===== config.mk =====
export PLATFORM = sky130hd
export DESIGN_NAME = msma_reduce_stage
export DESIGN_NICKNAME = d
export VERILOG_FILES = /design/src/rtl/msma_pkg.sv /design/src/rtl/msma_reduce_stage.sv
export SDC_FILE = /design/constraint.sdc
export NUM_CORES = 1
export LEC_CHECK = 0
export BUFFER_PORTS_ARGS = -buffer_cell sky130_fd_sc_hd__buf_4
export CAP_MARGIN = 20
export CORE_AREA = 2 2 225 227
export CTS_CLUSTER_DIAMETER = 60
export DETAILED_ROUTE_END_ITERATION = 8
export DIE_AREA = 0 0 227 229
export GPL_TIMING_DRIVEN = 0
export SYNTH_ARGS = -nofsm -noshare
export SYNTH_HDL_FRONTEND = slang
export SYNTH_SLANG_ARGS = --single-unit

===== constraint.sdc =====
create_clock -name clk -period 9.2 [get_ports clk]
set_clock_uncertainty 0.1 [all_clocks]
set_input_delay 1.84 -clock clk [delete_from_list [all_inputs] [get_ports clk]]
set_output_delay 1.84 -clock clk [all_outputs]
set_load 0.02 [all_outputs]

===== src/rtl/msma_pkg.sv =====
// ----------------------------------------------------------------------------
// msma_pkg: shared types and arithmetic for the modular multiply-add block
// Holds the word width, the request types of both channels, the register
// indexes of the configuration port and the per-stage pipeline records.
// ----------------------------------------------------------------------------
`default_nettype none

package msma_pkg;

  localparam int WORD_BITS      = 64;
  localparam int CFG_INDEX_BITS = 2;

  localparam logic [CFG_INDEX_BITS-1:0] CFG_MODULUS = CFG_INDEX_BITS'(0);
  localparam logic [CFG_INDEX_BITS-1:0] CFG_SCALAR  = CFG_INDEX_BITS'(1);

  typedef logic [WORD_BITS-1:0] word_t;

  typedef struct packed {
    word_t acc_value;
    word_t element;
    logic  last_in;
  } item_t;

  typedef struct packed {
    word_t sum_value;
    logic  last_out;
  } result_t;

  // One step of the operand reduction: both words are shifted out MSB first
  // into their remainders.
  typedef struct packed {
    logic  valid;
    logic  last;
    word_t acc_word;
    word_t elem_word;
    word_t acc_rem;
    word_t elem_rem;
  } red_stage_t;

  // One step of the double-and-add multiplication.
  typedef struct packed {
    logic  valid;
    logic  last;
    word_t acc_red;
    word_t addend;
    word_t prod;
  } mac_stage_t;

  // (a + b) mod n for a, b below n. With n equal to zero both arms give the
  // plain wrapped sum, which is the full-word ring.
  function automatic word_t add_mod(word_t a, word_t b, word_t n);
    word_t room;
    word_t res;
    room = n - b;
    if (a >= room) begin
      res = a - room;
    end else begin
      res = a + b;
    end
    return res;
  endfunction

  // Restoring remainder step: shift one bit into rem and take n off once.
  // With n equal to zero the remainder simply collects the word.
  function automatic word_t reduce_step(word_t rem, logic shift_in, word_t n);
    logic [WORD_BITS:0] t;
    t = {rem, shift_in};
    if (t >= {1'b0, n}) begin
      t = t - {1'b0, n};
    end
    return t[WORD_BITS-1:0];
  endfunction

endpackage

`default_nettype wire


===== src/rtl/msma_reduce_stage.sv =====
// ----------------------------------------------------------------------------
// msma_reduce_stage: one bit of the operand reduction
// Reduces the accumulator and the element modulo the modulus in parallel,
// one bit of each per stage.
// ----------------------------------------------------------------------------
`default_nettype none

module msma_reduce_stage (
  input  logic                  clk,
  input  logic                  rst,
  input  logic                  advance,
  input  msma_pkg::word_t       modulus,
  input  msma_pkg::red_stage_t  stage_in,
  output msma_pkg::red_stage_t  stage_out
);

  // Only the valid bit is reset; the data fields follow the valid bit.
  always_ff @(posedge clk) begin
    if (rst) begin
      stage_out.valid <= 1'b0;
    end else if (advance) begin
      stage_out.valid <= stage_in.valid;
    end
    if (advance) begin
      stage_out.last      <= stage_in.last;
      stage_out.acc_word  <= stage_in.acc_word << 1;
      stage_out.elem_word <= stage_in.elem_word << 1;
      stage_out.acc_rem   <= msma_pkg::reduce_step(stage_in.acc_rem,
                               stage_in.acc_word[msma_pkg::WORD_BITS-1], modulus);
      stage_out.elem_rem  <= msma_pkg::reduce_step(stage_in.elem_rem,
                               stage_in.elem_word[msma_pkg::WORD_BITS-1], modulus);
    end
  end

endmodule

`default_nettype wire


==> summary by stage <==
Run status
The flow ran to the end, and the final reports show no timing, DRC or antenna violations.

Die
After floorplanning, the core was sized to cover 0.0497 mm2. The die covers 0.0520 mm2. The x dimension of the die is 227 um. For this configuration, the core starts out at a cell density of 0.344.

The floorplan die height is 229 um. During I/O placement, the number of pins put on the boundary was 583. Row generation in the floorplan step produced 82 rows.

Detailed routing
The routed wirelength normalized by instance count is 22.4 um. After detailed routing, the total wire length is 67.9 mm. In the routed layout, each cell is associated on average with a via count of 5.28. In this run, the number of DRC markers left after iteration 0 of detailed routing was 1043. The first detailed-routing pass took 5 iterations.

The count of antenna-violating nets left after detailed routing is 0. The total number of vias is 16000. The detailed-route DRC error count is 0.

Setup path
The signal on the critical path passes through buf_4 > inv_1 > ha_1 > inv_1 > fa_1 > a211oi_1 > o211ai_1 > a21oi_1 > a21oi_1 > o41ai_1 > clkdlybuf4s15_2 > o31a_1 > o21ai_0 > a21oi_1 > o21ai_0 > xor2_1 > mux2_2. The largest stage delay on the critical path is 700 ps. The type of element capturing the critical path is a flop.

The slowest stage of the critical path belongs to the cell o41ai_1. The category of the most critical setup path is in -> reg. The critical path contains buffers and inverters numbering 4 combined. In this design, the critical path's most frequently occurring cell is a21oi_1.

The critical path launch point type is an input port. Data on the critical path is required at its endpoint by 9410 ps. The signal arrival time at the worst endpoint is 6570 ps.

The maximum fanout along the worst path is 4. The kind of cell adding the most delay to the critical path is compound AO/OA/AOI/OAI gates.

Clock network
The clock passes through at most 3 buffers. The clock tree from TritonCTS is yes. The quantity of hold-fixing buffers added after cts is 0. Gates resized during post-CTS repair numbered 0.

The depth of the CTS H-tree is 2. CTS saw 256 sinks. Clock-pin slew was measured on the worst setup and hold paths at 60 ps.

The post-CTS setup-driven buffer insertion count is 0. The clock root buffer master is clkbuf_16. Buffers inserted during clock tree synthesis total 37. At the later pin of the worst-skew pair, clock insertion delay measures 550 ps.

Timing
The number of slew-limit violations in the final report is 0. In the finished design, the share of the clock period the worst path needs comes to 0.692. The setup TNS after final layout is 0 ps. The slew at the pin closest to its max-slew limit is 969 ps. Setup violations remaining at the end of the flow were counted as 0. After layout, the minimum clock period comes to 6360 ps.

Derived from the worst setup path, the maximum achievable clock frequency is 157 MHz. The final-report hold violation count is 0. The worst setup margin is 2840 ps. Headroom to the max-slew limit came out at 0.350. Setup repair after global routing left no endpoint under its margin.

GRT
For this run the aggregate overflow at the end of global routing stands at 0. The wire length of the first global-routing pass is 97.5 mm. The initial antenna violation count is 3. The maximum number of pins on one net before global-route repair is 118. The number of global-route vias before repair is 15800. The global-route usage over all layers is 0.251.

Synth
The share of synthesized cell area in and, or, nand and nor gates is 0.119. The most common cell in the synthesized netlist is edfxtp_1. The share of the synthesized netlist area taken by xor and xnor gates is 0.0590. Synthesis produced a netlist whose cell count is 1701. The largest area contributor in the netlist is edfxtp_1. The main combinational cell family by area after synthesis is compound AO/OA/AOI/OAI gates. The total of flip-flops plus latches after synthesis is 256. Of the total synthesized cell area, the portion taken by full adders, half adders and majority gates is 0.0961. The count of flip-flops with a built-in enable after synthesis is 255. The share of async-settable or async-resettable flops after synthesis is 0.

The share of cell area taken by muxes after synthesis is 0.0401. During synthesis, Yosys emitted a total of 0 warnings. Sorting the synthesized cells by how often they occur yields 255 x edfxtp_1, 217 x a21oi_1, 134 x nor2_1, 128 x ha_1, 120 x nand2_1. A synthesized cell averages 10.0 um2. In the post-synthesis netlist, the biggest area contributors are edfxtp_1 45%, ha_1 9.4%, a21oi_1 6.4%. The count of distinct cell types in the synthesized netlist is 71. Of the post-synthesis cell area, the dominant cell type holds 0.448. The synthesized-area fraction occupied by ao, oa, aoi and oai cells is 0.194.

The fraction of the yosys area taken by sequential cells is 0.449. The commonest register cell after synthesis is edfxtp_1. The summed instance area of the synthesized netlist is 0.0171 mm2.

Cells and area
The register with the most flip-flops in the layout has 256 of them. The final instance count without filler cells is 3023. More flip-flops sit in one register than any other, and that register is stage_out. Relative to the synthesized area, the layout overhead comes to 38.0%. The final layout net count is 2780. The final core area utilization is 0.475. In the final layout, the registers with the most flip-flops are stage_out x256. Of the cells placed in the final design, the portion with a size suffix greater than 1 is 0.317. The layout filler cell count is 4815.

Pwr
The power per standard cell area is 183 mW/mm2. The design draws 4.31 mW. Of the total power, the share spent switching nets is 0.326. Cell internal power was estimated by the tool at 2.90 mW.

The share of total power dissipated in combinational logic is 0.317. The share of total power dissipated in the clock network is 0.331. Of the total power, registers draw 0.352. The maximum resistive drop on vdd is 0.133 mV. In this run the power spent charging and discharging nets is 1.41 mW.

The static leakage is 10.3 nW.

Placement
The detailed placer's ending HPWL is 56.0 mm. The worst-case setup slack after placement is 2420 ps. The congestion estimate from routability-driven global placement came to 0.910.

The port buffer count is 580. The number of instances in the placed design is 2958.

Run
The number of violations of the max-capacitance limit is 0.

Hold path
The min-delay analysis places its worst path in the category reg -> reg.
worst paths after layout:
kind,startpoint,to,slack (ps),cells past startpoint
max,stage_in[255],stage_out[126],2840,17
min,stage_out[257],stage_out[257],420,2
max reg2reg,stage_out[257],stage_out[257],8500,2
min reg2reg,stage_out[257],stage_out[257],420,2
routing by layer:
metal	GRT usage	routed length, um	vias up
met5	0	29	-
met4	0.105	2810	4
met3	0.0511	5030	125
met2	0.433	33000	653
met1	0.303	27000	7613
li1	-	-	7578
worst min-delay path, cell delays in order, from the launching register on:
cell     delay, ps
dfxtp_1        330
mux2i_1         70
nor2_1          80
metrics by stage:
| step | hold WS (ps) | instance area, um2 |
|---|---|---|
| 2_1_floorplan | 479 | 17100 |
| 3_3_place_gp | 384 | 22300 |
| 3_5_place_dp | 405 | 22400 |
| 4_1_cts | 424 | 23600 |
| 5_1_grt | 463 | 23600 |
| 6_report | 421 | 23600 |
power groups by stage:
stage	sequential, mW	clock (mW)	combinational [mW]
after floorplan	1.71	0	0.596
after global placement	1.54	0	1.35
after detailed placement	1.54	0	1.36
after CTS	1.52	1.46	1.37
after global routing	1.53	1.50	1.47
final	1.51	1.43	1.37
cells by family (layout without fill, tap and decap cells):
family | after synthesis | after routing
compound gates | 535 | 535
simple gates | 424 | 424
flops | 256 | 256
buf+inv | 179 | 827
fa+ha+maj | 130 | 130
xor+xnor | 115 | 115
mux | 61 | 61
other cells | 1 | 3
layout make-up:
| class | count | area, um2 | area share |
|---|---|---|---|
| antenna | 1 | 2.50 | 0.000106 |
| buffer | 66 | 297 | 0.0126 |
| clock buffer | 50 | 1010 | 0.0427 |
| clock inverter | 14 | 203 | 0.00860 |
| inverter | 113 | 424 | 0.0180 |
| multi-input combinational | 1267 | 8690 | 0.369 |
| sequential | 256 | 7680 | 0.326 |
| tap | 672 | 841 | 0.0357 |
| timing repair buffer | 584 | 4430 | 0.188 |
layout by cell type, fill, tap and decap left out, drive strengths merged, types with 4 or more instances in the layout:
cell type    n
a21oi      218
or4          6
inv        119
edfxtp     255
nor2b       10
a21boi       6
o21ai       98
nor3        23
a211oi      19
o32ai        4
clkbuf      90
o31ai       11
nand3b       4
nor3b        4
o31a         7
mux2        60
nand4       36
o41ai        5
nand2b      12
nor2       134
o211ai       6
ha         128
xor2        40
and3        12
or3          8
nand3       21
a31oi       12
and2         9
nand2      120
a21o        66
xnor2       75
nor4        10
o21bai      38
o21a        20
buf        609
No activity file was read; power rests on OpenSTA's default activity.
