File: config.mk
export PLATFORM = sky130hd
export DESIGN_NAME = msma_mac_stage
export DESIGN_NICKNAME = d
export VERILOG_FILES = /design/src/rtl/msma_pkg.sv /design/src/rtl/msma_mac_stage.sv
export SDC_FILE = /design/constraint.sdc
export NUM_CORES = 1
export LEC_CHECK = 0
export BUFFER_PORTS_ARGS = -buffer_cell sky130_fd_sc_hd__buf_4
export CORE_MARGIN = 2
export CORE_UTILIZATION = 39
export DETAILED_ROUTE_END_ITERATION = 10
export PLACE_DENSITY_LB_ADDON = 0.2
export SETUP_SLACK_MARGIN = 0.5
export SKIP_CTS_REPAIR_TIMING = 1
export SLEW_MARGIN = 20
export SYNTH_ARGS = -nofsm -noshare
export SYNTH_HDL_FRONTEND = slang
export SYNTH_SLANG_ARGS = --single-unit
File: constraint.sdc
create_clock -name clk -period 17.57 [get_ports clk]
set_input_delay 0.8785 -clock clk [delete_from_list [all_inputs] [get_ports clk]]
set_output_delay 0.8785 -clock clk [all_outputs]
set_load 0.03 [all_outputs]
File: src/rtl/msma_pkg.sv
// ----------------------------------------------------------------------------
// msma_pkg: shared types and arithmetic for the modular multiply-add block
// Holds the word width, the request types of both channels, the register
// indexes of the configuration port and the per-stage pipeline records.
// ----------------------------------------------------------------------------
`default_nettype none

package msma_pkg;

  localparam int WORD_BITS      = 64;
  localparam int CFG_INDEX_BITS = 2;

  localparam logic [CFG_INDEX_BITS-1:0] CFG_MODULUS = CFG_INDEX_BITS'(0);
  localparam logic [CFG_INDEX_BITS-1:0] CFG_SCALAR  = CFG_INDEX_BITS'(1);

  typedef logic [WORD_BITS-1:0] word_t;

  typedef struct packed {
    word_t acc_value;
    word_t element;
    logic  last_in;
  } item_t;

  typedef struct packed {
    word_t sum_value;
    logic  last_out;
  } result_t;

  // One step of the operand reduction: both words are shifted out MSB first
  // into their remainders.
  typedef struct packed {
    logic  valid;
    logic  last;
    word_t acc_word;
    word_t elem_word;
    word_t acc_rem;
    word_t elem_rem;
  } red_stage_t;

  // One step of the double-and-add multiplication.
  typedef struct packed {
    logic  valid;
    logic  last;
    word_t acc_red;
    word_t addend;
    word_t prod;
  } mac_stage_t;

  // (a + b) mod n for a, b below n. With n equal to zero both arms give the
  // plain wrapped sum, which is the full-word ring.
  function automatic word_t add_mod(word_t a, word_t b, word_t n);
    word_t room;
    word_t res;
    room = n - b;
    if (a >= room) begin
      res = a - room;
    end else begin
      res = a + b;
    end
    return res;
  endfunction

  // Restoring remainder step: shift one bit into rem and take n off once.
  // With n equal to zero the remainder simply collects the word.
  function automatic word_t reduce_step(word_t rem, logic shift_in, word_t n);
    logic [WORD_BITS:0] t;
    t = {rem, shift_in};
    if (t >= {1'b0, n}) begin
      t = t - {1'b0, n};
    end
    return t[WORD_BITS-1:0];
  endfunction

endpackage

`default_nettype wire

File: src/rtl/msma_mac_stage.sv
// ----------------------------------------------------------------------------
// msma_mac_stage: one step of the modular double-and-add multiplier
// Either doubles the running product or adds the reduced element to it,
// always modulo the modulus; with neither selected it passes the product on.
// ----------------------------------------------------------------------------
`default_nettype none

module msma_mac_stage (
  input  logic                  clk,
  input  logic                  rst,
  input  logic                  advance,
  input  msma_pkg::word_t       modulus,
  input  logic                  dbl,
  input  logic                  take,
  input  msma_pkg::mac_stage_t  stage_in,
  output msma_pkg::mac_stage_t  stage_out
);

  msma_pkg::word_t operand;
  msma_pkg::word_t prod_next;

  always_comb begin
    operand = dbl ? stage_in.prod : stage_in.addend;
    if (dbl || take) begin
      prod_next = msma_pkg::add_mod(stage_in.prod, operand, modulus);
    end else begin
      prod_next = stage_in.prod;
    end
  end

  // Only the valid bit is reset; the data fields follow the valid bit.
  always_ff @(posedge clk) begin
    if (rst) begin
      stage_out.valid <= 1'b0;
    end else if (advance) begin
      stage_out.valid <= stage_in.valid;
    end
    if (advance) begin
      stage_out.last    <= stage_in.last;
      stage_out.acc_red <= stage_in.acc_red;
      stage_out.addend  <= stage_in.addend;
      stage_out.prod    <= prod_next;
    end
  end

endmodule

`default_nettype wire

==> flow_metrics.env, run 1 <==
export IMPL_syn_area_sq_um=18900
export IMPL_path_clk_slew_ns=0.09
export IMPL_wl_met1_um=32200
export IMPL_drive_gt1_share_pct=20.4
export IMPL_drv_cap=0
export IMPL_fin_crit_sh_pct=49.2
export IMPL_p_leak_nw=10.7
export IMPL_setup_viol=0
export IMPL_ant_nets=0
export IMPL_highest_layer="met5"
export IMPL_nets=3041
export IMPL_slew_headroom_pct=25.2
export IMPL_layout_commonest_cell="buf_4"
export IMPL_yosysWarnings=0
export IMPL_fin_cells=3216
export IMPL_ys_flop_type="edfxtp_1"
export IMPL_synth_cells=2205
export IMPL_cts_buffers=17
export IMPL_core_sq_um=47800
export IMPL_synth_edf_count=193
export IMPL_most_common_layout_cells="462 x buf_4, 275 x a21oi_1, 193 x edfxtp_1, 190 x ha_1, 177 x nor2_1"
export IMPL_wl_per_cell_um=22.2
export IMPL_wirelength_um=71500
export IMPL_drc=0
export IMPL_synth_area_per_cell_sq_um=8.59
export IMPL_firstDrtPassIters=7
export IMPL_max_freq_mhz=116
export IMPL_grt_use_total_pct=27.6
export IMPL_reg_top3="stage_out: 194 flops"
export IMPL_worstSkewPairLatency_ns=0.50
export IMPL_register_area_sq_um=5820
export IMPL_first_iter_violations=1620
export IMPL_tightest_slew_ns=1.11
export IMPL_wl_met2_um=32600
export IMPL_synth_seq_area_share_pct=30.7
export IMPL_n_fill_cell=4676
export IMPL_die_w_um=224
export IMPL_critPathArrivalTime_ns=8.88
export IMPL_slowest_delay_ns=0.89
export IMPL_grt_pass1_vias=17777
export IMPL_whs_ns=0.526
export IMPL_final_setup_tns_ns=0
export IMPL_hold_path_class="in -> reg"
export IMPL_post_route_min_period_ns=8.64
export IMPL_synth_seq_cells=194
export IMPL_cp_max_fo=90
export IMPL_crit_type="in -> reg"
export IMPL_grt_antenna_before_repair=4
export IMPL_hold_violations=0
export IMPL_worst_path_most_repeated_cell="o21ai_0"
export IMPL_dieArea_sq_um=50400
export IMPL_cp_slowest_cell="o21ai_1"
export IMPL_area_delta_synth_final_pct=23.7
export IMPL_multi_input_area_sq_um=12300
export IMPL_vias=18589
export IMPL_overflow=0
export IMPL_grt_pass1_wl_um=106000
export IMPL_power_density_nw_per_um2=106
export IMPL_via_per_inst=5.78
export IMPL_largest_register="stage_out"
export IMPL_fin_skew_ns=0
export IMPL_cts_sinks=194
export IMPL_hpwl_um=58500
export IMPL_startpoint_type="input pin"
export IMPL_io_buffers=456
export IMPL_start_util_pct=39.6
export IMPL_met3_length_um=4620
export IMPL_syn_num_nets=2661
export IMPL_critPathTopFamily="compound AO/OA/AOI/OAI gates"
export IMPL_fp_row_count=80
export IMPL_dieHeight_um=224
export IMPL_rsz0062_at_grt="false"
export IMPL_yosysUniqueCellTypes=76
export IMPL_root_buffer="clkbuf_16"
export IMPL_cts_buffer_depth=2
export IMPL_largest_register_ff_count=194
export IMPL_worst_ep_required_time_ns=17.81
export IMPL_gp_congestion=0.971
export IMPL_slew_viol_final=0
export IMPL_async_flop_share_pct=0
export IMPL_critPathBufInv=2
export IMPL_post_route_util_pct=49.0
export IMPL_status="finished clean"
export IMPL_placedCellCount=3181
export IMPL_grt_max_degree=91
export IMPL_h_tree_depth=4
export IMPL_cp_end_kind="flip-flop"
export IMPL_pin_count=457
export IMPL_ir_drop_mv=0.0608
export IMPL_cts_tree="done"
-- power by group --
part | total (mW) | internal, mW | leakage, nW | switching (mW)
clock network | 0.422 | 0.197 | 0.299 | 0.225
registers | 0.637 | 0.602 | 1.90 | 0.0356
logic | 1.42 | 0.535 | 8.49 | 0.881
-- cell type report --
class                           count  share of cell area (%)
Antenna cell                        3                  0.0320
Tap cell                          615                    3.28
Sequential cell                   194                    24.8
Timing Repair Buffer              463                    14.9
Inverter                          123                    1.97
Clock buffer                       18                    1.87
Multi-Input combinational cell   1786                    52.4
Clock inverter                     14                   0.747
-- cells in the mapped netlist, types with 7 or more instances --
cell type / instances / area (sq um)
edfxtp_1: 193 / 5800
clkbuf_1: 87 / 327
o31a_1: 7 / 61.3
o31ai_1: 12 / 90.1
nor2b_1: 19 / 119
ha_1: 190 / 2380
a21oi_1: 275 / 1380
nor2_1: 178 / 668
mux2i_1: 71 / 711
inv_1: 123 / 462
and2_1: 15 / 93.8
xnor2_1: 93 / 815
a211o_1: 8 / 70.1
and4_1: 7 / 61.3
and3_1: 20 / 125
or3_1: 10 / 62.6
o21ai_0: 142 / 711
a211oi_1: 24 / 180
nand2b_1: 27 / 169
o21a_1: 19 / 143
or2_2: 8 / 50.1
xor2_1: 78 / 683
buf_1: 8 / 30.0
o211ai_1: 10 / 75.1
nand4_1: 53 / 332
nand2_1: 157 / 589
a21o_1: 124 / 931
o21bai_1: 35 / 263
nand3_1: 35 / 175
a31oi_1: 24 / 150
nor3_1: 42 / 210
-- layer usage --
layer	GRT usage (%)	vias to the layer above
li1	-	8947
met1	37.5	8797
met2	44.5	747
met3	4.31	96
met4	9.57	2
met5	0	-
-- cells by family (layout without fill, tap and decap cells) --
| family | after synthesis | in the layout | share of synthesized area [%] |
|---|---|---|---|
| flip-flops | 194 | 194 | 30.7 |
| AND/OR/NAND/NOR | 582 | 582 | 14.4 |
| XOR/XNOR | 171 | 171 | 7.91 |
| AO/OA/AOI/OAI | 768 | 768 | 25.8 |
| other | 0 | 3 | 0 |
| buffers and inverters | 225 | 618 | 4.50 |
| multiplexers | 72 | 72 | 3.81 |
| adder cells (fa/ha/maj) | 193 | 193 | 12.9 |
-- worst register-to-register path, cell delays in order, from the launching register on --
cell,delay [ns]
dfxtp_1,0.32
mux2i_1,0.12
nor2_1,0.06
-- final timing paths --
kind	slack (ns)	cells after the start	from	to
max	8.93	28	dbl	stage_out[52]$_DFFE_PP_
min	0.53	2	rst	stage_out[193]$_SDFFE_PP0P_
max reg2reg	16.97	2	stage_out[193]$_SDFFE_PP0P_	stage_out[193]$_SDFFE_PP0P_
min reg2reg	0.54	2	stage_out[193]$_SDFFE_PP0P_	stage_out[193]$_SDFFE_PP0P_
-- per-stage QoR --
step / cell area (sq um) / total power, mW / setup WS [ns]
floorplan: 18900 / 1.58 / 10.59
global placement: 22800 / 2.04 / 8.69
detailed placement: 22800 / 2.04 / 8.51
CTS: 23400 / 2.47 / 9.04
global route: 23400 / 2.62 / 8.24
finish: 23400 / 2.47 / 8.93
No activity file was read; power rests on OpenSTA's default activity.
==> run 2: changes to the inputs <==
- clock period: 17.57 -> 7.2 ns (I/O delays scaled with it)
==> run 2 against run 1 <==
Global-route usage is 0.23 points higher. Core utilization increased by 1.8 points. Flip-flop and latch count did not move. Die area stayed put. Worst setup slack worse by 8.2 ns. Critical endpoint is now stage_out[62]$_DFFE_PP_. Register-to-register slack worse by 10 ns. Largest power group unchanged. Clock skew is the same.
==> flow_metrics.env, run 2 (same netlist as run 1, synthesis figures left out) <==
export IMPL_cts_tree="done"
export IMPL_post_route_min_period_ns=6.46
export IMPL_vias=18896
export IMPL_fin_crit_sh_pct=89.8
export IMPL_gp_congestion=0.940
export IMPL_drive_gt1_share_pct=22.2
export IMPL_cts_buffer_depth=2
export IMPL_drc=0
export IMPL_hold_end="stage_out[163]$_DFFE_PP_"
export IMPL_via_per_inst=5.73
export IMPL_critPathArrivalTime_ns=6.72
export IMPL_io_buffers=456
export IMPL_status="finished clean"
export IMPL_area_delta_synth_final_pct=28.3
export IMPL_hold_depth=1
export IMPL_r2r_slack_ns=6.60
export IMPL_hpwl_um=58700
export IMPL_path_clk_slew_ns=0.09
export IMPL_tightest_slew_ns=1.10
export IMPL_fin_skew_ns=0
export IMPL_final_setup_tns_ns=0
export IMPL_rr_worst_depth=2
export IMPL_overflow=0
export IMPL_first_iter_violations=1489
export IMPL_nets=3125
export IMPL_power_density_nw_per_um2=258
export IMPL_cts_sinks=194
export IMPL_grt_pass1_vias=18051
export IMPL_ant_nets=0
export IMPL_r2r_end="stage_out[193]$_SDFFE_PP0P_"
export IMPL_dieArea_sq_um=50400
export IMPL_pin_count=457
export IMPL_drv_cap=0
export IMPL_worst_slack_ns=0.738
export IMPL_rsz0062_at_grt="false"
export IMPL_worst_ep_required_time_ns=7.45
export IMPL_hold_path_class="in -> reg"
export IMPL_layout_commonest_cell="buf_4"
export IMPL_fin_cells=3299
export IMPL_hold_violations=0
export IMPL_whs_ns=0.0216
export IMPL_rr_startpoint="stage_out[193]$_SDFFE_PP0P_"
export IMPL_fin_area_sq_um=24300
export IMPL_grt_pass1_wl_um=107000
export IMPL_slew_viol_final=0
export IMPL_start_util_pct=39.6
export IMPL_p_leak_nw=11.1
export IMPL_placedCellCount=3230
export IMPL_place_area_sq_um=23200
export IMPL_firstDrtPassIters=6
export IMPL_worstHoldStart="stage_in[163]"
export IMPL_startpoint_type="input pin"
export IMPL_grt_max_degree=77
export IMPL_largest_register="stage_out"
export IMPL_setup_viol=0
export IMPL_largest_register_ff_count=194
export IMPL_grt_antenna_before_repair=3
export IMPL_wl_per_cell_um=22.0
export IMPL_cp_end_kind="flip-flop"
export IMPL_crit_type="in -> reg"
export IMPL_dieHeight_um=224
export IMPL_h_tree_depth=4
export IMPL_place_ws_ns=0.145
export IMPL_reg_top3="stage_out: 194 flops"
export IMPL_fp_row_count=80
export IMPL_die_w_um=224
export IMPL_cp_max_fo=8
export IMPL_core_sq_um=47800
export IMPL_worstSkewPairLatency_ns=0.50
export IMPL_ir_drop_mv=0.115
export IMPL_root_buffer="clkbuf_16"
export IMPL_most_common_layout_cells="507 x buf_4, 272 x a21oi_1, 193 x edfxtp_1, 188 x ha_1, 177 x nor2_1"
export IMPL_post_route_util_pct=50.8
export IMPL_cts_buffers=17
export IMPL_grt_use_total_pct=27.8
export IMPL_wirelength_um=72700
export IMPL_p_total_mw=6.27
export IMPL_max_freq_mhz=155
export IMPL_slew_headroom_pct=26.2
==> run 2: cell count changes in the layout (fill, tap and decap cells not counted), sizes merged <==
cell	change
clkbuf	-1
dlygate4sd3	+34
bufinv	+1
clkinv	-3
buf	+50
inv	+3
diode	-1
==> run 2: worst max-delay path by stage <==
stage / cells after the start / startpoint / endpoint
2_1_floorplan: 29 / dbl / stage_out[38]$_DFFE_PP_
3_3_place_gp: 31 / dbl / stage_out[46]$_DFFE_PP_
3_5_place_dp: 31 / dbl / stage_out[46]$_DFFE_PP_
4_1_cts: 31 / dbl / stage_out[46]$_DFFE_PP_
5_1_grt: 29 / dbl / stage_out[62]$_DFFE_PP_
6_report: 27 / dbl / stage_out[62]$_DFFE_PP_
==> run 2: worst max-delay path: stages <==
cell       delay (ns)
buf_4            0.15
mux2_2           0.24
ha_1             0.16
inv_1            0.06
fa_1             0.42
a211oi_2         0.29
o21ai_1          0.17
a2111oi_2        0.46
o41ai_1          0.15
buf_4            0.15
a221o_1          0.39
buf_4            0.16
a31oi_1          0.31
o21ai_0          0.17
xnor2_1          0.16
ha_1             0.46
nand4_1          0.19
or2_2            0.36
a31o_2           0.23
o211ai_1         0.09
a21oi_1          0.16
o41ai_2          0.44
nand3_1          0.18
a2111o_1         0.42
mux2i_1          0.14
nor2_1           0.12
o22ai_1          0.11
==> run 2: report_power, final <==
part	switching (mW)	internal [mW]
sequential	0.0875	1.47
combinational	2.20	1.42
clock	0.567	0.515
total	2.86	3.41
==> run 2: layout make-up <==
class                      instances  area, sq um
multi-input combinational       1786        12400
tap                              615          769
antenna                            2         5.00
timing repair buffer             547         4260
sequential                       194         5820
clock inverter                    15          213
clock buffer                      17          425
fill                            4570        23500
inverter                         123          462
==> run 2: layer usage <==
metal / routed length [um] / track usage [%] / up-vias
li1: - / - / 9117
met1: 32500 / 37.8 / 8970
met2: 34400 / 46.1 / 741
met3: 4490 / 4.43 / 68
met4: 1340 / 7.05 / 0
met5: 0 / 0 / -
